**src/rtl/assert_macros.svh**
```systemverilog
// Assertion macros shared by the line sensor position error RTL.
// Depends on nothing; included by files that carry concurrent assertions.
`ifndef ASSERT_MACROS_SVH
`define ASSERT_MACROS_SVH

// Property must hold at every rising edge outside reset.
`define LSPE_ASSERT(lbl, clk, rstn, prop, msg) \
    lbl: assert property (@(posedge clk) disable iff (!(rstn)) (prop)) else $error(msg);

// Condition must never be seen at a rising edge outside reset.
`define LSPE_ASSERT_NEVER(lbl, clk, rstn, cond, msg) \
    lbl: assert property (@(posedge clk) disable iff (!(rstn)) !(cond)) else $error(msg);

`endif

```
**src/rtl/lspe_pkg.sv**
```systemverilog
// Package for the line sensor position error block: widths, masks,
// register indexes and turn direction codes. Depends on nothing.
package lspe_pkg;

    localparam int SENSOR_COUNT = 8;
    localparam int WEIGHT_W     = 8;
    localparam int MAG_W        = 10;
    localparam int POS_W        = 11;
    localparam int ALU_W        = 12;
    localparam int DIV_STEPS    = 11;
    localparam int STEP_W       = 4;
    localparam int CNT_W        = 4;
    localparam int REM_W        = 3;
    localparam int CFG_IDX_W    = 2;
    localparam int CFG_DATA_W   = 64;

    localparam logic [7:0] MIDDLE_SIX_MASK  = 8'h7E;
    localparam logic [7:0] CENTRE_FOUR_MASK = 8'b0011_1100;
    localparam logic [7:0] LEFT_EDGE_MASK   = 8'b1100_0000;
    localparam logic [7:0] RIGHT_EDGE_MASK  = 8'b0000_0011;

    localparam logic [CFG_DATA_W-1:0] WEIGHTS_RESET   = 64'h2319_0F07_F9F1_E7DD;
    localparam logic [MAG_W-1:0]      MAGNITUDE_RESET = 10'd100;

    localparam logic [CFG_IDX_W-1:0] REG_BIT_WEIGHTS    = 2'd0;
    localparam logic [CFG_IDX_W-1:0] REG_TURN_MAGNITUDE = 2'd1;

    // Turn direction, two's complement: -1, 0, +1. The remaining code is unused.
    localparam logic [1:0] DIR_NONE    = 2'b00;
    localparam logic [1:0] DIR_POS     = 2'b01;
    localparam logic [1:0] DIR_NEG     = 2'b11;
    localparam logic [1:0] DIR_INVALID = 2'b10;

endpackage

```
**src/rtl/line_sensor_position_error_top.sv**
```systemverilog
// Top level of the line sensor position error block: sequencer, state
// and output register around the shared adder. Depends on lspe_pkg,
// lspe_addsub and assert_macros.svh.
//
//  Channel   Direction  Handshake           Payload
//  s_        in         s_tvalid/s_tready   s_tdata: sensor_bits
//  m_        out        m_tvalid/m_tready   m_tdata: position, m_tuser: flags
//  cfg_      in         cfg_wr_en           cfg_index, cfg_wdata
//
// After the accept, a held turn passes through the sign step to the load of
// the output register; an empty reading goes straight to that load, or
// through the sign step first when it latches a turn. A weighted mean
// accumulates the weights one sensor per cycle, takes the magnitude, runs
// 11 restoring division steps, restores the sign and loads the output
// register, all on the single adder.
// The input is ready only while the sequencer is idle; a finished result
// waits in the output register, so the next item can be taken and worked
// on while the previous result is stalled. The load cycle itself waits as
// long as the output register is full and m_tready is low. aresetn is
// synchronous and active low and returns both configuration registers, the
// previous reading and the turn direction to their reset values.
`include "assert_macros.svh"

module line_sensor_position_error_top (
    input  logic                                aclk,
    input  logic                                aresetn,
    // Input items
    input  logic                                s_tvalid,
    output logic                                s_tready,
    input  logic [7:0]                          s_tdata,   // [7:0] sensor_bits
    // Result items
    output logic                                m_tvalid,
    input  logic                                m_tready,
    output logic [15:0]                         m_tdata,   // [10:0] position, rest zero
    output logic [1:0]                          m_tuser,   // [0] line_lost, [1] holding_turn
    // Configuration writes
    input  logic                                cfg_wr_en,
    input  logic [lspe_pkg::CFG_IDX_W-1:0]      cfg_index,
    input  logic [lspe_pkg::CFG_DATA_W-1:0]     cfg_wdata
);

    typedef enum logic [5:0] {
        ST_IDLE = 6'b000001,
        ST_ACC  = 6'b000010,
        ST_ABS  = 6'b000100,
        ST_DIV  = 6'b001000,
        ST_NEG  = 6'b010000,
        ST_DONE = 6'b100000
    } state_t;

    localparam int ALU_W = lspe_pkg::ALU_W;
    localparam int POS_W = lspe_pkg::POS_W;

    state_t state_reg, state_next;

    logic [lspe_pkg::CFG_DATA_W-1:0] weights_reg, weights_next;
    logic [lspe_pkg::MAG_W-1:0]      mag_reg, mag_next;
    logic [7:0]                      prev_reg, prev_next;
    logic [1:0]                      dir_reg, dir_next;

    logic [7:0]                      line_reg, line_next;
    logic [ALU_W-1:0]                sum_reg, sum_next;
    logic [lspe_pkg::CNT_W-1:0]      cnt_reg, cnt_next;
    logic [lspe_pkg::STEP_W-1:0]     step_reg, step_next;
    logic [POS_W-1:0]                dvd_reg, dvd_next;
    logic [lspe_pkg::REM_W-1:0]      rem_reg, rem_next;
    logic                            neg_reg, neg_next;
    logic [POS_W-1:0]                res_pos_reg, res_pos_next;
    logic                            res_lost_reg, res_lost_next;
    logic                            res_hold_reg, res_hold_next;

    logic                            m_valid_reg, m_valid_next;
    logic [POS_W-1:0]                m_pos_reg, m_pos_next;
    logic                            m_lost_reg, m_lost_next;
    logic                            m_hold_reg, m_hold_next;

    logic [ALU_W-1:0]                alu_a, alu_b, alu_y;
    logic                            alu_sub;

    logic [2:0]                      bit_idx;
    logic                            bit_set;
    logic [lspe_pkg::WEIGHT_W-1:0]   weight_sel;
    logic [lspe_pkg::REM_W:0]        trial;
    logic                            prev_left, prev_right;

    logic                            out_lost, out_hold, out_mean, out_in_range;
    logic                            dir_invalid;

    lspe_addsub u_addsub (
        .a_i   (alu_a),
        .b_i   (alu_b),
        .sub_i (alu_sub),
        .y_o   (alu_y)
    );

    assign bit_idx    = step_reg[2:0];
    assign bit_set    = line_reg[bit_idx];
    assign weight_sel = weights_reg[{bit_idx, 3'b000} +: lspe_pkg::WEIGHT_W];
    assign trial      = {rem_reg, dvd_reg[POS_W-1]};
    assign prev_left  = (prev_reg & lspe_pkg::LEFT_EDGE_MASK) != 8'd0;
    assign prev_right = (prev_reg & lspe_pkg::RIGHT_EDGE_MASK) != 8'd0;

    assign s_tready = (state_reg == ST_IDLE);
    assign m_tvalid = m_valid_reg;
    assign m_tdata  = {{(16-POS_W){1'b0}}, m_pos_reg};
    assign m_tuser  = {m_hold_reg, m_lost_reg};

    always_comb begin
        state_next    = state_reg;
        weights_next  = weights_reg;
        mag_next      = mag_reg;
        prev_next     = prev_reg;
        dir_next      = dir_reg;
        line_next     = line_reg;
        sum_next      = sum_reg;
        cnt_next      = cnt_reg;
        step_next     = step_reg;
        dvd_next      = dvd_reg;
        rem_next      = rem_reg;
        neg_next      = neg_reg;
        res_pos_next  = res_pos_reg;
        res_lost_next = res_lost_reg;
        res_hold_next = res_hold_reg;
        m_valid_next  = m_valid_reg;
        m_pos_next    = m_pos_reg;
        m_lost_next   = m_lost_reg;
        m_hold_next   = m_hold_reg;
        alu_a         = '0;
        alu_b         = '0;
        alu_sub       = 1'b0;

        if (cfg_wr_en) begin
            case (cfg_index)
                lspe_pkg::REG_BIT_WEIGHTS: begin
                    weights_next = cfg_wdata;
                end
                lspe_pkg::REG_TURN_MAGNITUDE: begin
                    mag_next = cfg_wdata[lspe_pkg::MAG_W-1:0];
                end
                default: begin
                end
            endcase
        end

        if (m_valid_reg && m_tready) begin
            m_valid_next = 1'b0;
        end

        case (state_reg)
            ST_IDLE: begin
                if (s_tvalid) begin
                    prev_next = s_tdata;
                    if (dir_reg != lspe_pkg::DIR_NONE
                        && (s_tdata & lspe_pkg::MIDDLE_SIX_MASK) == 8'd0) begin
                        // Turn still held: the middle sensors are clear.
                        dvd_next      = {1'b0, mag_reg};
                        neg_next      = (dir_reg == lspe_pkg::DIR_NEG);
                        res_lost_next = 1'b0;
                        res_hold_next = 1'b1;
                        state_next    = ST_NEG;
                    end else begin
                        dir_next = lspe_pkg::DIR_NONE;
                        if (s_tdata == 8'd0) begin
                            res_lost_next = 1'b0;
                            if (prev_reg == 8'd0
                                || (prev_reg & lspe_pkg::CENTRE_FOUR_MASK) != 8'd0) begin
                                res_pos_next  = '0;
                                res_lost_next = 1'b1;
                                res_hold_next = 1'b0;
                                state_next    = ST_DONE;
                            end else if (prev_left && !prev_right) begin
                                dir_next      = lspe_pkg::DIR_POS;
                                dvd_next      = {1'b0, mag_reg};
                                neg_next      = 1'b0;
                                res_hold_next = 1'b1;
                                state_next    = ST_NEG;
                            end else if (prev_right && !prev_left) begin
                                dir_next      = lspe_pkg::DIR_NEG;
                                dvd_next      = {1'b0, mag_reg};
                                neg_next      = 1'b1;
                                res_hold_next = 1'b1;
                                state_next    = ST_NEG;
                            end else begin
                                // Both edges were seen: no direction to hold.
                                res_pos_next  = '0;
                                res_hold_next = 1'b0;
                                state_next    = ST_DONE;
                            end
                        end else begin
                            line_next     = s_tdata;
                            sum_next      = '0;
                            cnt_next      = '0;
                            step_next     = '0;
                            res_lost_next = 1'b0;
                            res_hold_next = 1'b0;
                            state_next    = ST_ACC;
                        end
                    end
                end
            end
            ST_ACC: begin
                // One sensor per cycle: add its weight if the bit is set.
                alu_a    = sum_reg;
                alu_b    = bit_set ? {{(ALU_W-lspe_pkg::WEIGHT_W){weight_sel[7]}}, weight_sel}
                                   : '0;
                sum_next = alu_y;
                cnt_next = cnt_reg + {{(lspe_pkg::CNT_W-1){1'b0}}, bit_set};
                if (step_reg == lspe_pkg::STEP_W'(lspe_pkg::SENSOR_COUNT - 1)) begin
                    step_next  = '0;
                    state_next = ST_ABS;
                end else begin
                    step_next = step_reg + 1'b1;
                end
            end
            ST_ABS: begin
                alu_a      = '0;
                alu_b      = sum_reg;
                alu_sub    = sum_reg[ALU_W-1];
                dvd_next   = alu_y[POS_W-1:0];
                neg_next   = sum_reg[ALU_W-1];
                rem_next   = '0;
                step_next  = '0;
                state_next = ST_DIV;
            end
            ST_DIV: begin
                // Restoring division, one quotient bit per cycle.
                alu_a   = {{(ALU_W-lspe_pkg::REM_W-1){1'b0}}, trial};
                alu_b   = {{(ALU_W-lspe_pkg::CNT_W){1'b0}}, cnt_reg};
                alu_sub = 1'b1;
                if (!alu_y[ALU_W-1]) begin
                    rem_next = alu_y[lspe_pkg::REM_W-1:0];
                    dvd_next = {dvd_reg[POS_W-2:0], 1'b1};
                end else begin
                    rem_next = trial[lspe_pkg::REM_W-1:0];
                    dvd_next = {dvd_reg[POS_W-2:0], 1'b0};
                end
                if (step_reg == lspe_pkg::STEP_W'(lspe_pkg::DIV_STEPS - 1)) begin
                    step_next  = '0;
                    state_next = ST_NEG;
                end else begin
                    step_next = step_reg + 1'b1;
                end
            end
            ST_NEG: begin
                alu_a        = '0;
                alu_b        = {{(ALU_W-POS_W){1'b0}}, dvd_reg};
                alu_sub      = neg_reg;
                res_pos_next = alu_y[POS_W-1:0];
                state_next   = ST_DONE;
            end
            ST_DONE: begin
                if (!m_valid_reg || m_tready) begin
                    m_valid_next = 1'b1;
                    m_pos_next   = res_pos_reg;
                    m_lost_next  = res_lost_reg;
                    m_hold_next  = res_hold_reg;
                    state_next   = ST_IDLE;
                end
            end
            default: begin
                state_next = ST_IDLE;
            end
        endcase
    end

    always_ff @(posedge aclk) begin
        if (!aresetn) begin
            state_reg   <= ST_IDLE;
            weights_reg <= lspe_pkg::WEIGHTS_RESET;
            mag_reg     <= lspe_pkg::MAGNITUDE_RESET;
            prev_reg    <= 8'd0;
            dir_reg     <= lspe_pkg::DIR_NONE;
            m_valid_reg <= 1'b0;
        end else begin
            state_reg   <= state_next;
            weights_reg <= weights_next;
            mag_reg     <= mag_next;
            prev_reg    <= prev_next;
            dir_reg     <= dir_next;
            m_valid_reg <= m_valid_next;
        end
    end

    always_ff @(posedge aclk) begin
        line_reg     <= line_next;
        sum_reg      <= sum_next;
        cnt_reg      <= cnt_next;
        step_reg     <= step_next;
        dvd_reg      <= dvd_next;
        rem_reg      <= rem_next;
        neg_reg      <= neg_next;
        res_pos_reg  <= res_pos_next;
        res_lost_reg <= res_lost_next;
        res_hold_reg <= res_hold_next;
        m_pos_reg    <= m_pos_next;
        m_lost_reg   <= m_lost_next;
        m_hold_reg   <= m_hold_next;
    end

    // Views of the output register used by the checks below.
    assign out_lost     = m_valid_reg && m_lost_reg;
    assign out_hold     = m_valid_reg && m_hold_reg;
    assign out_mean     = m_valid_reg && !m_lost_reg && !m_hold_reg;
    assign out_in_range = ($signed(m_pos_reg) >= -128) && ($signed(m_pos_reg) <= 127);
    assign dir_invalid  = (dir_reg == lspe_pkg::DIR_INVALID);

    // A held turn is never reported together with a lost line.
    `LSPE_ASSERT_NEVER(a_lost_hold, aclk, aresetn, out_lost && out_hold, "lost and held together")

    // A lost line always reports a zero position.
    `LSPE_ASSERT(a_lost_zero, aclk, aresetn, out_lost |-> m_pos_reg == '0, "position not zero")

    // A weighted mean stays inside the range of one sensor weight.
    `LSPE_ASSERT(a_mean_range, aclk, aresetn, out_mean |-> out_in_range, "mean out of range")

    // The turn direction register only ever holds -1, 0 or +1.
    `LSPE_ASSERT_NEVER(a_dir_code, aclk, aresetn, dir_invalid, "invalid turn direction code")

endmodule

```
**src/rtl/lspe_addsub.sv**
```systemverilog
// Shared adder/subtractor of the line sensor position error block.
// Depends on lspe_pkg for the datapath width.
module lspe_addsub (
    input  logic [lspe_pkg::ALU_W-1:0] a_i,
    input  logic [lspe_pkg::ALU_W-1:0] b_i,
    input  logic                       sub_i,
    output logic [lspe_pkg::ALU_W-1:0] y_o
);

    // Subtraction is a plus the one's complement of b plus one.
    assign y_o = a_i + (b_i ^ {lspe_pkg::ALU_W{sub_i}})
               + {{(lspe_pkg::ALU_W-1){1'b0}}, sub_i};

endmodule

```
**config.mk**
```make
export PLATFORM = sky130hd
export DESIGN_NAME = line_sensor_position_error_top
export DESIGN_NICKNAME = d
export VERILOG_FILES = /design/src/rtl/lspe_pkg.sv /design/src/rtl/line_sensor_position_error_top.sv /design/src/rtl/lspe_addsub.sv
export VERILOG_INCLUDE_DIRS = /design/src /design/src/rtl
export SDC_FILE = /design/constraint.sdc
export NUM_CORES = 1
export LEC_CHECK = 0
export BUFFER_PORTS_ARGS = -buffer_cell sky130_fd_sc_hd__buf_2
export CAP_MARGIN = 10
export CORE_MARGIN = 3
export CORE_UTILIZATION = 45
export DETAILED_ROUTE_END_ITERATION = 8
export PLACE_DENSITY = 0.67
export SYNTH_ARGS = -nofsm -noshare
export SYNTH_HDL_FRONTEND = slang
export SYNTH_HIERARCHICAL = 1
export SYNTH_SLANG_ARGS = --single-unit
```
**constraint.sdc**
```tcl
create_clock -name aclk -period 3.69 [get_ports aclk]
set_input_delay 0.1845 -clock aclk [delete_from_list [all_inputs] [get_ports aclk]]
set_output_delay 0.1845 -clock aclk [all_outputs]
set_load 0.05 [all_outputs]
```
; After elaboration in Yosys (flattened, before gate mapping)
; Index checks and enable logic that the tools add are counted.
[classes]
n_mux = 63
reduce_logical = 36
order_cmp = 1
n_addsub = 4
n_bitwise = 3
shift = 1
n_eq_ne = 22
[ops]
columns = op, count
row1 = two-way mux 11 bit, 12
row2 = variable part select 64 x 7 -> 8 bit, 1
row3 = two-way mux 6 bit, 9
row4 = two-way mux 12 bit, 4
row5 = case mux 12 bit (2 select lines), 2
row6 = case mux 12 bit (4 select lines), 1
row7 = case mux 6 bit (6 select lines), 1
row8 = case mux 11 bit (3 select lines), 1
row9 = zero test 8 bit, 3
row10 = nonzero test 8 bit, 3
row11 = case mux 11 bit (2 select lines), 1
row12 = two-way mux 4 bit, 5
row13 = two-way mux 1 bit, 16
row14 = case mux 4 bit (4 select lines), 1
row15 = AND reduction 4 bit, 4
row16 = adder 12 x 1 -> 12 bit, 1
row17 = adder 12 bit, 1
row18 = "!= test 2 bit, second input constant", 6
row19 = XOR 12 bit, 1
row20 = AND reduction 5 bit, 2
row21 = nonzero test 2 bit, 5
row22 = "!= test 3 bit, second input constant", 3
row23 = two-way mux 2 bit, 4
row24 = case mux 4 bit (2 select lines), 1
row25 = 32 further kinds, 42
[totals]
reg_bits = 160
output_inout_bits = 20
word_cells = 149
input_bits = 79

; Longest topological paths before layout
; Gate-level depths: netlist (run 1).
[depth]
word_depth = 10
ltp_mapped = 17
mapped_depth_nobuf = 14

; Modules after synthesis
; Netlist (run 1), hierarchy kept.
[modules_own_cells]
columns = mod, area_each_um2, instances, cells_per_inst, seq_area_each_um2
row1 = line_sensor_position_error_top, 7041.8, 1, 687, 3893.7
row2 = lspe_addsub, 673.1, 1, 87, 0.0

; Least setup slack after synthesis (run 1)
; No wires, ideal clock.
[synth_path]
path_type = flip-flop to flip-flop
startpoint = reg step_reg[0] (netlist bit)
endpoint = reg dvd_reg[0] (data pin)
synth_period_minus_slack_ns = 3.989
path_stages_with_launch = 17
arrival_time_ns = 3.728
path_slack_ns = -0.299
setup_ns = 0.261
t_required_ns = 3.429
n_path_buf = 4
path_cell_list = edfxtp_1 -> buf_2 -> buf_2 -> mux4_2 -> mux2i_1 -> o21ai_0 -> xor2_1 -> ha_1 -> buf_2 -> a21o_1 -> a211o_1 -> a2111oi_2 -> a221oi_1 -> o211ai_1 -> buf_1 -> nor2_1 -> a221o_1
[synth_via]
elab_chain_cells = 9
elab_cells_between_ends = 10
classes_between = add/sub: 2 / shift: 1 / mux: 6 / bitwise: 1
[synth_lines]
columns = element, line_no
row1 = from (decl), line_sensor_position_error_top.sv:64  ; logic [lspe_pkg::STEP_W-1:0] step_reg, step_next;
row2 = from (signal assigned), line_sensor_position_error_top.sv:288  ; step_reg <= step_next;
row3 = branches (longest 2 deep; another with variable part select 64 x 7 -> 8 bit), --
row4 = two-way mux 12 bit *, line_sensor_position_error_top.sv:204  ; alu_b = bit_set ? {{(ALU_W-lspe_pkg::WEIGHT_W){weight_sel[7]}}, weight_sel}
row5 = case mux 12 bit (4 select lines) *, line_sensor_position_error_top.sv:149  ; case (state_reg)
row6 = via alu_b[6], line_sensor_position_error_top.sv:77  ; logic [ALU_W-1:0] alu_a, alu_b, alu_y;
row7 = XOR 12 bit *, lspe_addsub.sv:11  ; assign y_o = a_i + (b_i ^ {lspe_pkg::ALU_W{sub_i}})
row8 = adder 12 bit *, lspe_addsub.sv:11
row9 = adder 12 x 1 -> 12 bit *, lspe_addsub.sv:12  ; + {{(lspe_pkg::ALU_W-1){1'b0}}, sub_i};
row10 = via alu_y[11], line_sensor_position_error_top.sv:77
row11 = two-way mux 1 bit *, line_sensor_position_error_top.sv:230  ; if (!alu_y[ALU_W-1]) begin
row12 = case mux 11 bit (3 select lines) *, line_sensor_position_error_top.sv:149
row13 = via dvd_next[0], line_sensor_position_error_top.sv:65  ; logic [POS_W-1:0] dvd_reg, dvd_next;
row14 = to (signal assigned), line_sensor_position_error_top.sv:289  ; dvd_reg <= dvd_next;
row15 = to (decl), line_sensor_position_error_top.sv:65
; Mark *: on every way through the listed nets, which the timed path passes. The select of a mux whose other input is x is not followed.
; A chain may end at the register's enable or synchronous reset.

; Worst setup path after layout (run 1)
[layout_path]
startpoint = reg step_reg[0] (netlist bit)
endpoint = reg dvd_reg[10] (data pin)
[layout_via]
elab_chain_cells = 8
elab_cells_between_ends = 9
classes_between = add/sub: 2 / shift: 1 / mux: 5 / bitwise: 1
[layout_lines]
columns = element, line_no
row1 = branches (longest 2 deep; another with variable part select 64 x 7 -> 8 bit), --
row2 = two-way mux 12 bit *, line_sensor_position_error_top.sv:204
row3 = case mux 12 bit (4 select lines) *, line_sensor_position_error_top.sv:149
row4 = via alu_b[3], line_sensor_position_error_top.sv:77
row5 = XOR 12 bit *, lspe_addsub.sv:11
row6 = adder 12 bit *, lspe_addsub.sv:11
row7 = adder 12 x 1 -> 12 bit *, lspe_addsub.sv:12
row8 = via alu_y[10], line_sensor_position_error_top.sv:77
row9 = case mux 11 bit (3 select lines) *, line_sensor_position_error_top.sv:149
row10 = via dvd_next[10], line_sensor_position_error_top.sv:65
; Marks and branches as above.

==> reports/qor.yml, run 1 <==
power:
  powerDensity_nw_per_um2: 463
  ir_drop_v: 0.000323
  pwr-share-seq_pct: 43.9
  p_switching_uw: 1330
  comb_power_share_pct: 20.9
  p_leak_uw: 0.00432
  p_sw_share_pct: 28.3
  p_clk_share_pct: 35.1
  internal_power_uw: 3370
placed_design:
  placedCellCount: 1090
  io_buffers: 93
  hpwl_microns: 12800
  dp_slack_ps: -174
  placed_area_sq_um: 8670
  gp_congestion: 0.856
layout:
  areaGrowthSynthToFinish_pct: 31.6
  antenna_cells: 0
  design_area_sq_um: 10200
  n_fill_cell: 1371
  num-nets-final: 1061
  drive_gt1_share_pct: 26.1
  largest_reg_flops: 64
  fin_cells: 1198
synthesis:
  synth_edf_count: 69
  synth_top_cell_by_area: "edfxtp_1"
  synth.top_cell.area_share_pct: 26.9
  synthDistinctLibCells: 64
  yosysWarnings: 6
  synth_area_sq_um: 7710
  yosys-top-cells-area: "edfxtp_1 (27%), dfxtp_1 (24%), nand2_1 (9.5%)"
  yosysMostFrequentCell: "nand2_1"
  ys_dominant_reg_cell: "dfxtp_1"
  ys_top_cells_by_count: "nand2_1 (196), dfxtp_1 (91), edfxtp_1 (69), a21boi_0 (46), nand3_1 (45)"
  synthCells: 774
  synthArstFlopShare_pct: 0
  syn_avg_cell_area_sq_um: 9.97
  ys_ff_latch: 160
  seq_area_frac_synth_pct: 50.5
drt:
  vias_per_cell: 5.21
  route.detailed.drc: 0
  drtIter0Drc: 389
  num_vias: 6243
  routed.top_layer: "met4"
  drtPass1Iterations: 6
  met3_length_microns: 788
  routed_wl_microns: 18900
  dr_wl_met2_microns: 9330
  m1WireLength_microns: 8480
  ant_nets: 0
  post_drt_wl_per_cell_microns: 15.8
clock_tree:
  clock_latency_ps: 430
  clockBufferDepth: 2
  numCtsBuffers: 17
  cts_max_level: 4
  cts_root_buf: "clkbuf_16"
  cts_tree: "yes"
  clk_pin_slew_worst_paths_ps: 70
  cts.sinks: 160
die:
  start_util_pct: 46.2
  dieWidth_microns: 137
  ios: 99
  die_h_microns: 137
  core_sq_um: 16700
  die_area_sq_um: 18800
  core.rowCount: 47
grt:
  antenna_found_initial: 0
  grt_pass1_wl_microns: 30500
  grt_pass1_vias: 6193
  grt_overflow: 0
  grt_util_all_layers_pct: 20.7
  grt_start_max_net_pins: 65
setup_path:
  required_ps: 3870
  path_class: "register to register"
  start_kind: "register"
  cp_cell_sequence: "buf_6 > buf_12 > buf_6 > mux4_2 > mux2i_2 > o21ai_1 > xor2_1 > ha_1 > buf_6 > o21a_1 > o31a_1 > o21a_1 > o211a_1 > a211o_1 > a22o_1"
  critPathMaxFanout: 6
  timing.critical_path.mode_cell: "buf_6"
  max_stage_delay_ps: 540
  cp.arrival_ps: 4020
  cp_slowest_cell: "mux4_2"
  critPathCaptureType: "register"
run:
  maxCapViolCount: 0
sta:
  rsz0062_at_grt: "true"
  fin_ws_ps: -150
  finalCritPeriodShare_pct: 104
  worstMarginPinSlew_ps: 962
  maxSlewHeadroom_pct: 35.9
  hold_viol: 0
  timing.hold.ws_ps: 13.0
  period_needed_ps: 3840
  setup_viol: 9
  fin_setup_tns_ps: -809
  fmax_ghz: 0.260
  drv_slew: 0
  clock_skew_ps: 10.4
status:
  outcome: "finished, violations left"
  failed_checks: "setup timing"
min_path:
  min-delay-path-class: "input pin to register"
## metal layers
metal	up-vias	track usage (%)
li1	3113	-
met1	2958	26.9
met2	147	34.5
met3	25	4.60
met4	0	6.76
met5	-	0
## metrics by stage
stage	power (uW)	utilization [%]
after floorplan	2630	-
after global placement	2900	51.9
after detailed placement	2910	51.9
after CTS	4650	59.3
after global routing	4900	60.8
final	4700	60.8
## logic make-up (layout without fill, tap and decap cells)
| logic type | count (synthesis) | count (layout) | synth area share [%] |
|---|---|---|---|
| DFF | 160 | 160 | 50.5 |
| buffers and inverters | 67 | 267 | 3.78 |
| and+or+nand+nor | 338 | 338 | 19.9 |
| AOI/OAI and AO/OA | 137 | 137 | 13.3 |
| adders and majority gates | 17 | 17 | 2.85 |
| xor gates and xnor gates | 22 | 22 | 2.50 |
| other | 1 | 5 | 0.0486 |
| muxes | 32 | 32 | 7.10 |
## worst paths after layout
check / depth (start not counted) / end / startpoint / slack [ps]
setup reg to reg: 15 / dvd_reg[10] / step_reg[0] / -150
hold reg to reg: 0 / m_pos_reg[1] / res_pos_reg[1] / 420
setup / recovery: 15 / dvd_reg[10] / step_reg[0] / -150
hold / removal: 3 / weights_reg[63] / cfg_wdata[63] / 10
## what timing repair did
| action | in CTS | in global routing |
|---|---|---|
| hold endpoints to repair | 58 | 0 |
| resized for setup | 13 | 38 |
| pin swaps | 6 | 17 |
| buffers inserted | 9 | 10 |
| hold buffers | 56 | 0 |
| cloned | 0 | 1 |
| setup endpoints to repair | 14 | 23 |
## power by group through the flow
stage	Sequential (uW)	Clock [uW]	Combinational, uW
6_report	2060	1650	984
5_1_grt	2070	1750	1070
4_1_cts	2060	1690	902
3_5_place_dp	2100	0	814
3_3_place_gp	2090	0	807
2_1_floorplan	2070	0	555
## worst max-delay path: cells and delay by family (launching register included)
family                     cells  cell delay, ps
DFF                            1             450
buffers and inverters          4             530
AOI/OAI and AO/OA              7            1260
adders and majority gates      1             300
xor gates and xnor gates       1             250
muxes                          2             780
## cell type report
type | instances | area (sq um) | share of cell area [%]
well taps | 220 | 275 | 2.71
repair buffers | 221 | 1660 | 16.3
flip-flops and latches | 160 | 3890 | 38.3
clock inverters | 13 | 100 | 0.986
multi-input cells | 551 | 3720 | 36.6
inverters | 14 | 52.6 | 0.518
clock buffers | 19 | 454 | 4.47
## layout by cell type, fill, tap and decap left out, types with 16 or more instances in the layout
cell type / instances
nand2_1: 195
buf_2: 93
dfxtp_1: 91
edfxtp_1: 69
buf_4: 58
dlygate4sd3_1: 56
a21boi_0: 46
nand3_1: 45
and2_1: 32
nor2_1: 23
clkbuf_16: 19
mux4_2: 18
xor2_1: 16
ha_1: 16
Note: power is estimated with default switching activity, not from simulation.
==> run 2, diff against run 1 <==
--- a/config.mk
+++ b/config.mk
@@ -6,6 +6,7 @@
 export SDC_FILE = /design/constraint.sdc
 export NUM_CORES = 1
 export LEC_CHECK = 0
+export ABC_AREA = 1
 export BUFFER_PORTS_ARGS = -buffer_cell sky130_fd_sc_hd__buf_2
 export CAP_MARGIN = 10
 export CORE_MARGIN = 3
==> run 2 against run 1 <==
Net effect: non-clock buffer count shrank 51; global-route usage up 0.58 points; utilization decreased by 4.3 points; the flow finishes with violations (hold timing).
==> reports/qor.yml, run 2 <==
setup_path:
  cp.arrival_ps: 3630  # was 4020 ps
  path_class: "register to register"  # unchanged
  ff2ff_setup_slack_ps: 330  # was -150 ps
  path_buf_inv: 3  # was 4
  reg2reg_to: "dvd_reg[6]"  # was dvd_reg[10]
  critPathTopFamily: "simple AND/OR/NAND/NOR gates"  # was compound AO/OA/AOI/OAI gates
  cp_slowest_cell: "fa_1"  # was mux4_2
  critPathMaxFanout: 39  # was 6
  cp_cell_sequence: "buf_4 > nor2_1 > nor2_1 > o21ai_0 > nand3_1 > nand2_1 > nor2_4 > nand2_1 > nand2_1 > inv_1 > nand2_1 > nand2_1 > fa_1 > nor2_2 > nor2_1 > o21ai_2 > xor2_1 > inv_1 > o221ai_1"  # was buf_6 > buf_12 > buf_6 > mux4_2 > mux2i_2 > o21ai_1 > xor2_1 > ha_1 > buf_6 > o21a_1 > o31a_1 > o21a_1 > o211a_1 > a211o_1 > a22o_1
  r2r_cells: 19  # was 15
  start_kind: "register"  # unchanged
  critPathCaptureType: "register"  # unchanged
  worst_r2r_startpoint: "step_reg[0]"  # unchanged
  required_ps: 3960  # was 3870 ps
  max_stage_delay_ps: 490  # was 540 ps
  timing.critical_path.mode_cell: "nand2_1"  # was buf_6
sta:
  clock_skew_ps: 9.54  # was 10.4 ps
  fmax_ghz: 0.298  # was 0.260 GHz
  maxSlewHeadroom_pct: 27.0  # was 35.9%
  timing.hold.ws_ps: -2.01  # was 13.0 ps
  hold_viol: 1  # was 0
  worstMarginPinSlew_ps: 1090  # was 962 ps
  fin_setup_tns_ps: 0  # was -809 ps
  period_needed_ps: 3360  # was 3840 ps
  rsz0062_at_grt: "false"  # was true
  finalCritPeriodShare_pct: 91.0  # was 104%
  setup_viol: 0  # was 9
  drv_slew: 0  # unchanged
synthesis:
  ys_ff_latch: 160  # unchanged
  yosysMostFrequentCell: "nand2_1"  # unchanged
  syn_avg_cell_area_sq_um: 7.88  # was 9.97 sq um
  seq_area_frac_synth_pct: 48.7  # was 50.5%
  ys_dominant_reg_cell: "dfxtp_1"  # unchanged
  yosysWarnings: 6  # unchanged
  synth_edf_count: 69  # unchanged
  synthArstFlopShare_pct: 0  # unchanged
  synth_area_sq_um: 7990  # was 7710 sq um
  synth.top_cell.area_share_pct: 25.9  # was 26.9%
  yosys-top-cells-area: "edfxtp_1 (26%), dfxtp_1 (23%), nand2_1 (11%)"  # was edfxtp_1 (27%), dfxtp_1 (24%), nand2_1 (9.5%)
  synthCells: 1014  # was 774
  synth_top_cell_by_area: "edfxtp_1"  # unchanged
  ys_top_cells_by_count: "nand2_1 (228), nor2_1 (179), dfxtp_1 (91), inv_1 (89), o21ai_0 (84)"  # was nand2_1 (196), dfxtp_1 (91), edfxtp_1 (69), a21boi_0 (46), nand3_1 (45)
  synthDistinctLibCells: 45  # was 64
drt:
  num_vias: 7065  # was 6243
  post_drt_wl_per_cell_microns: 14.7  # was 15.8 microns
  routed_wl_microns: 20500  # was 18900 microns
  ant_nets: 0  # unchanged
  route.detailed.drc: 0  # unchanged
  drtIter0Drc: 494  # was 389
  vias_per_cell: 5.07  # was 5.21
  drtPass1Iterations: 5  # was 6
layout:
  antenna_cells: 0  # unchanged
  areaGrowthSynthToFinish_pct: 22.9  # was 31.6%
  layout_common_cells: "nand2_1 (228), nor2_1 (179), buf_2 (93), dfxtp_1 (91), inv_1 (89)"  # was nand2_1 (195), buf_2 (93), dfxtp_1 (91), edfxtp_1 (69), buf_4 (58)
  final_common_cell: "nand2_1"  # unchanged
  num-nets-final: 1252  # was 1061
  largest_reg_flops: 64  # unchanged
  drive_gt1_share_pct: 14.7  # was 26.1%
grt:
  grt_start_max_net_pins: 65  # unchanged
  grt_util_all_layers_pct: 21.3  # was 20.7%
  grt_pass1_vias: 6806  # was 6193
  antenna_found_initial: 0  # unchanged
  grt_pass1_wl_microns: 33500  # was 30500 microns
  grt_overflow: 0  # unchanged
placed_design:
  hpwl_microns: 14000  # was 12800 microns
  gp_congestion: 0.834  # was 0.856
  io_buffers: 93  # unchanged
die:
  dieWidth_microns: 139  # was 137 microns
  die_area_sq_um: 19400  # was 18800 sq um
  die_h_microns: 139  # was 137 microns
  core_sq_um: 17400  # was 16700 sq um
  core.rowCount: 48  # was 47
  start_util_pct: 46.0  # was 46.2%
  ios: 99  # unchanged
status:
  outcome: "finished, violations left"  # unchanged
  failed_checks: "hold timing"  # was setup timing
min_path:
  hold_depth: 3  # unchanged
  hold_start: "cfg_wdata[49]"  # was cfg_wdata[63]
  worstHoldEndpoint: "weights_reg[49]"  # was weights_reg[63]
  min-delay-path-class: "input pin to register"  # unchanged
clock_tree:
  cts_tree: "yes"  # unchanged
  clk_pin_slew_worst_paths_ps: 70  # about the same
  cts_root_buf: "clkbuf_16"  # unchanged
  clockBufferDepth: 2  # unchanged
  cts_max_level: 4  # unchanged
  numCtsBuffers: 17  # unchanged
  cts.sinks: 160  # unchanged
  clock_latency_ps: 430  # about the same
power:
  p_leak_uw: 0.00448  # was 0.00432 uW
  powerDensity_nw_per_um2: 455  # was 463 nW/um^2
  ir_drop_v: 0.000352  # was 0.000323 V
  finalPower_uw: 4460  # was 4700 uW
run:
  maxCapViolCount: 0  # unchanged
==> run 2: cell types whose count changed after synthesis, moves of 32 or more <==
cell / delta
nor2_1: +153
a21boi_0: -45
nand2_1: +32
and2_1: -33
o21ai_0: +64
inv_1: +75
==> run 2: final cells by class <==
type / count / area, sq um
Clock buffer: 19 / 433
Fill cell: 1545 / 7540
Sequential cell: 160 / 3890
Inverter: 100 / 382
Timing Repair Buffer: 170 / 1200
Tap cell: 225 / 282
Multi-Input combinational cell: 707 / 3460
Clock inverter: 13 / 159
==> run 2: worst reg2reg max path: cells and delay by family (launching register included) <==
family,cells,cell delay (ps)
AOI/OAI and AO/OA,3,410
xor gates and xnor gates,1,210
adders and majority gates,1,490
buffers and inverters,3,520
DFF,1,360
and+or+nand+nor,11,1230
==> run 2: kinds of logic (layout without fill, tap and decap cells) <==
logic type | count (synthesis) | in the layout | synth area share (%)
compound gates | 159 | 159 | 11.3
xor+xnor | 19 | 19 | 2.08
fa+ha+maj | 17 | 17 | 2.76
buf+inv | 151 | 302 | 8.15
flops | 160 | 160 | 48.7
other cells | 1 | 5 | 0.0469
simple gates | 507 | 507 | 26.9
==> run 2: what timing repair did <==
action / in CTS / in global routing
hold endpoints to repair: 65 / 0
resized for setup: 0 / 0
buffers inserted: 0 / 0
hold buffers: 63 / 0
==> run 2: routing by layer <==
layer / global-route usage (%) / part of all wire (%) / vias up / wire [microns]
li1: - / - / 3579 / -
met1: 27.8 / 45 / 3246 / 9150
met2: 35.4 / 48 / 209 / 9800
met3: 4.16 / 5.4 / 31 / 1100
met4: 7.47 / 2.0 / 0 / 419
met5: 0 / 0 / - / 0
==> run 2: worst max path at each step <==
stage                     cells after the start  slack, ps          from          to
final                                        19        330   step_reg[0]  dvd_reg[6]
after global routing                         19         30   step_reg[0]  dvd_reg[8]
after CTS                                    19        330   step_reg[0]  dvd_reg[6]
after detailed placement                     19        340   step_reg[0]  dvd_reg[6]
after global placement                       19        410   step_reg[0]  dvd_reg[6]
after floorplan                              20        830  state_reg[5]  rem_reg[0]
==> run 2: where the power goes <==
part | internal (uW) | switching, uW
clock | 1070 | 735
sequential | 1970 | 64.6
combinational | 226 | 401
==> run 2: metrics by stage <==
stage / util [%] / cell area, sq um / cells / setup WS [ps]
after global placement: 49.5 / 8590 / 1299 / 407
after floorplan: - / 8000 / 1018 / 830
final: 56.5 / 9810 / 1394 / 331
after CTS: 56.5 / 9810 / 1394 / 329
after detailed placement: 49.5 / 8590 / 1299 / 344
after global routing: 56.5 / 9810 / 1394 / 34.2
==> run 3, diff against run 2 <==
--- a/config.mk
+++ b/config.mk
@@ -9,10 +9,12 @@
 export ABC_AREA = 1
 export BUFFER_PORTS_ARGS = -buffer_cell sky130_fd_sc_hd__buf_2
 export CAP_MARGIN = 10
+export CELL_PAD_IN_SITES_DETAIL_PLACEMENT = 1
+export CELL_PAD_IN_SITES_GLOBAL_PLACEMENT = 1
 export CORE_MARGIN = 3
-export CORE_UTILIZATION = 45
+export CORE_UTILIZATION = 39
 export DETAILED_ROUTE_END_ITERATION = 8
-export PLACE_DENSITY = 0.67
+export PLACE_DENSITY_LB_ADDON = 0.1
 export SYNTH_ARGS = -nofsm -noshare
 export SYNTH_HDL_FRONTEND = slang
 export SYNTH_HIERARCHICAL = 1
==> run 3 against run 2 <==
Net effect: the flow now finishes without violations; clock skew down 0.65 ps; critical path type unchanged; register-to-register slack gained 120 ps; clock power down 7%; final cell count up 3.2%; critical path depth decreased by 3; largest cell class unchanged; power is 2.1% lower; critical endpoint is now dvd_reg[10]; combinational power increased by 5.9%; first-iteration DRC count is 12% lower; flip-flop and latch count is the same.
==> reports/qor.yml, run 3 (same netlist as run 2, synthesis figures left out) <==
grt:
  grt_pass1_wl_microns: 38100  # was 33500 microns
  grt_pass1_vias: 7181  # was 6806
  antenna_found_initial: 0  # unchanged
  grt_overflow: 0  # unchanged
  grt_util_all_layers_pct: 22.0  # was 21.3%
  grt_start_max_net_pins: 65  # unchanged
power:
  p_leak_uw: 0.00451  # was 0.00448 uW
  ir_drop_v: 0.000351  # was 0.000352 V
  finalPower_uw: 4370  # was 4460 uW
  p_switching_uw: 1280  # was 1200 uW
  pwr-share-seq_pct: 46.5  # was 45.6%
  internal_power_uw: 3090  # was 3260 uW
  powerDensity_nw_per_um2: 441  # was 455 nW/um^2
  p_sw_share_pct: 29.3  # was 26.9%
  p_clk_share_pct: 38.3  # was 40.4%
  comb_power_share_pct: 15.2  # was 14.1%
die:
  die_area_sq_um: 22200  # was 19400 sq um
  dieWidth_microns: 149  # was 139 microns
  ios: 99  # unchanged
  start_util_pct: 40.4  # was 46.0%
  core_sq_um: 19800  # was 17400 sq um
  core.rowCount: 51  # was 48
  die_h_microns: 149  # was 139 microns
clock_tree:
  clock_latency_ps: 430  # about the same
  cts_tree: "yes"  # unchanged
  numCtsBuffers: 17  # unchanged
  cts_root_buf: "clkbuf_16"  # unchanged
  cts.sinks: 160  # unchanged
  clockBufferDepth: 2  # unchanged
  cts_max_level: 4  # unchanged
  clk_pin_slew_worst_paths_ps: 70  # about the same
layout:
  final_common_cell: "nand2_1"  # unchanged
  areaGrowthSynthToFinish_pct: 24.0  # was 22.9%
  antenna_cells: 0  # unchanged
  layout_common_cells: "nand2_1 (228), nor2_1 (179), buf_2 (93), dfxtp_1 (91), inv_1 (89)"  # unchanged
  num-nets-final: 1257  # was 1252
  largest_reg_flops: 64  # unchanged
  drive_gt1_share_pct: 15.3  # was 14.7%
  fin_cells: 1439  # was 1394
drt:
  vias_per_cell: 4.98  # was 5.07
  post_drt_wl_per_cell_microns: 16.5  # was 14.7 microns
  routed_wl_microns: 23800  # was 20500 microns
  ant_nets: 0  # unchanged
  drtIter0Drc: 437  # was 494
  route.detailed.drc: 0  # unchanged
  drtPass1Iterations: 4  # was 5
  num_vias: 7164  # was 7065
setup_path:
  r2r_cells: 16  # was 19
  ff2ff_setup_slack_ps: 450  # was 330 ps
  reg2reg_to: "dvd_reg[10]"  # was dvd_reg[6]
  path_class: "register to register"  # unchanged
  cp.arrival_ps: 3420  # was 3630 ps
  required_ps: 3870  # was 3960 ps
  start_kind: "register"  # unchanged
  critPathCaptureType: "register"  # unchanged
  worst_r2r_startpoint: "step_reg[0]"  # unchanged
  critPathMaxFanout: 29  # was 39
placed_design:
  placedCellCount: 1341  # was 1299
  hpwl_microns: 16600  # was 14000 microns
  gp_congestion: 0.840  # was 0.834
  io_buffers: 93  # unchanged
run:
  maxCapViolCount: 0  # unchanged
sta:
  maxSlewHeadroom_pct: 27.3  # was 27.0%
  fmax_ghz: 0.308  # was 0.298 GHz
  rsz0062_at_grt: "false"  # unchanged
  hold_viol: 0  # was 1
  setup_viol: 0  # unchanged
  finalCritPeriodShare_pct: 87.9  # was 91.0%
  period_needed_ps: 3240  # was 3360 ps
  clock_skew_ps: 8.89  # was 9.54 ps
  fin_setup_tns_ps: 0  # unchanged
  drv_slew: 0  # unchanged
  worstMarginPinSlew_ps: 1090  # about the same
min_path:
  hold_start: "cfg_wdata[4]"  # was cfg_wdata[49]
  min-delay-path-class: "input pin to register"  # unchanged
  worstHoldEndpoint: "weights_reg[4]"  # was weights_reg[49]
  hold_depth: 3  # unchanged
status:
  outcome: "completed"  # was finished, violations left
## run 3: cell count changes in the layout (fill, tap and decap cells not counted), moves of 2 or more
cell | previous run | this run
clkinv_4 | 0 | 5
inv_6 | 3 | 5
buf_4 | 14 | 16
clkbuf_1 | 2 | 0
bufinv_16 | 3 | 0
## run 3: timing repair
item	in CTS	in global routing
resized for setup	0	7
endpoints found under the setup margin	0	5
setup buffers	0	1
hold endpoints to repair	66	0
hold buffers	64	0
## run 3: area by class of cell
type	count	area (sq um)
Clock buffer	17	425
Clock inverter	15	125
Fill cell	2433	9880
Timing Repair Buffer	175	1270
Inverter	100	384
Tap cell	265	332
Multi-Input combinational cell	707	3470
Sequential cell	160	3890
## run 3: how the worst max path moves through the flow
stage                  from          end
2_1_floorplan  state_reg[5]   rem_reg[0]
3_3_place_gp    step_reg[0]   rem_reg[1]
3_5_place_dp    step_reg[0]   rem_reg[2]
4_1_cts         step_reg[0]   rem_reg[2]
5_1_grt         step_reg[0]   rem_reg[0]
6_report        step_reg[0]  dvd_reg[10]
## run 3: power groups by stage
stage / registers (uW) / logic (uW) / clock network (uW)
2_1_floorplan: 2040 / 418 / 0
3_3_place_gp: 2060 / 588 / 0
3_5_place_dp: 2070 / 599 / 0
4_1_cts: 2030 / 654 / 1710
5_1_grt: 2040 / 755 / 1780
6_report: 2030 / 664 / 1670
## run 3: worst max-delay path, cell delays in order, from the launching register on
cell      delay [ps]
edfxtp_1         480
inv_4            270
o21ai_0          140
nand3_1          110
nand2_1           90
nor2_4           250
nand2_1          100
nand2_1           90
inv_1             50
nand2_1           90
nand2_1          100
fa_1             480
nand3b_1         250
nand4_1          130
nand2_1          100
inv_1            150
o22ai_1          110
## run 3: per-layer routing
metal,GRT usage (%),routed length (microns),vias up
met5,0,0,-
met4,5.45,319,0
met3,3.46,825,25
met2,37.4,11700,144
met1,29.4,10900,3401
li1,-,-,3594
## run 3: metrics by stage
| step | cell area (sq um) | hold WS (ps) | util (%) | worst slack [ps] |
|---|---|---|---|---|
| finish | 9900 | 8.99 | 50.1 | 447 |
| global route | 9900 | 19.6 | 50.1 | 44.2 |
| CTS | 9850 | 0.581 | 49.8 | 303 |
| detailed placement | 8660 | 401 | 43.8 | 314 |
| global placement | 8660 | 396 | 43.8 | 409 |
| floorplan | 8000 | 283 | - | 830 |
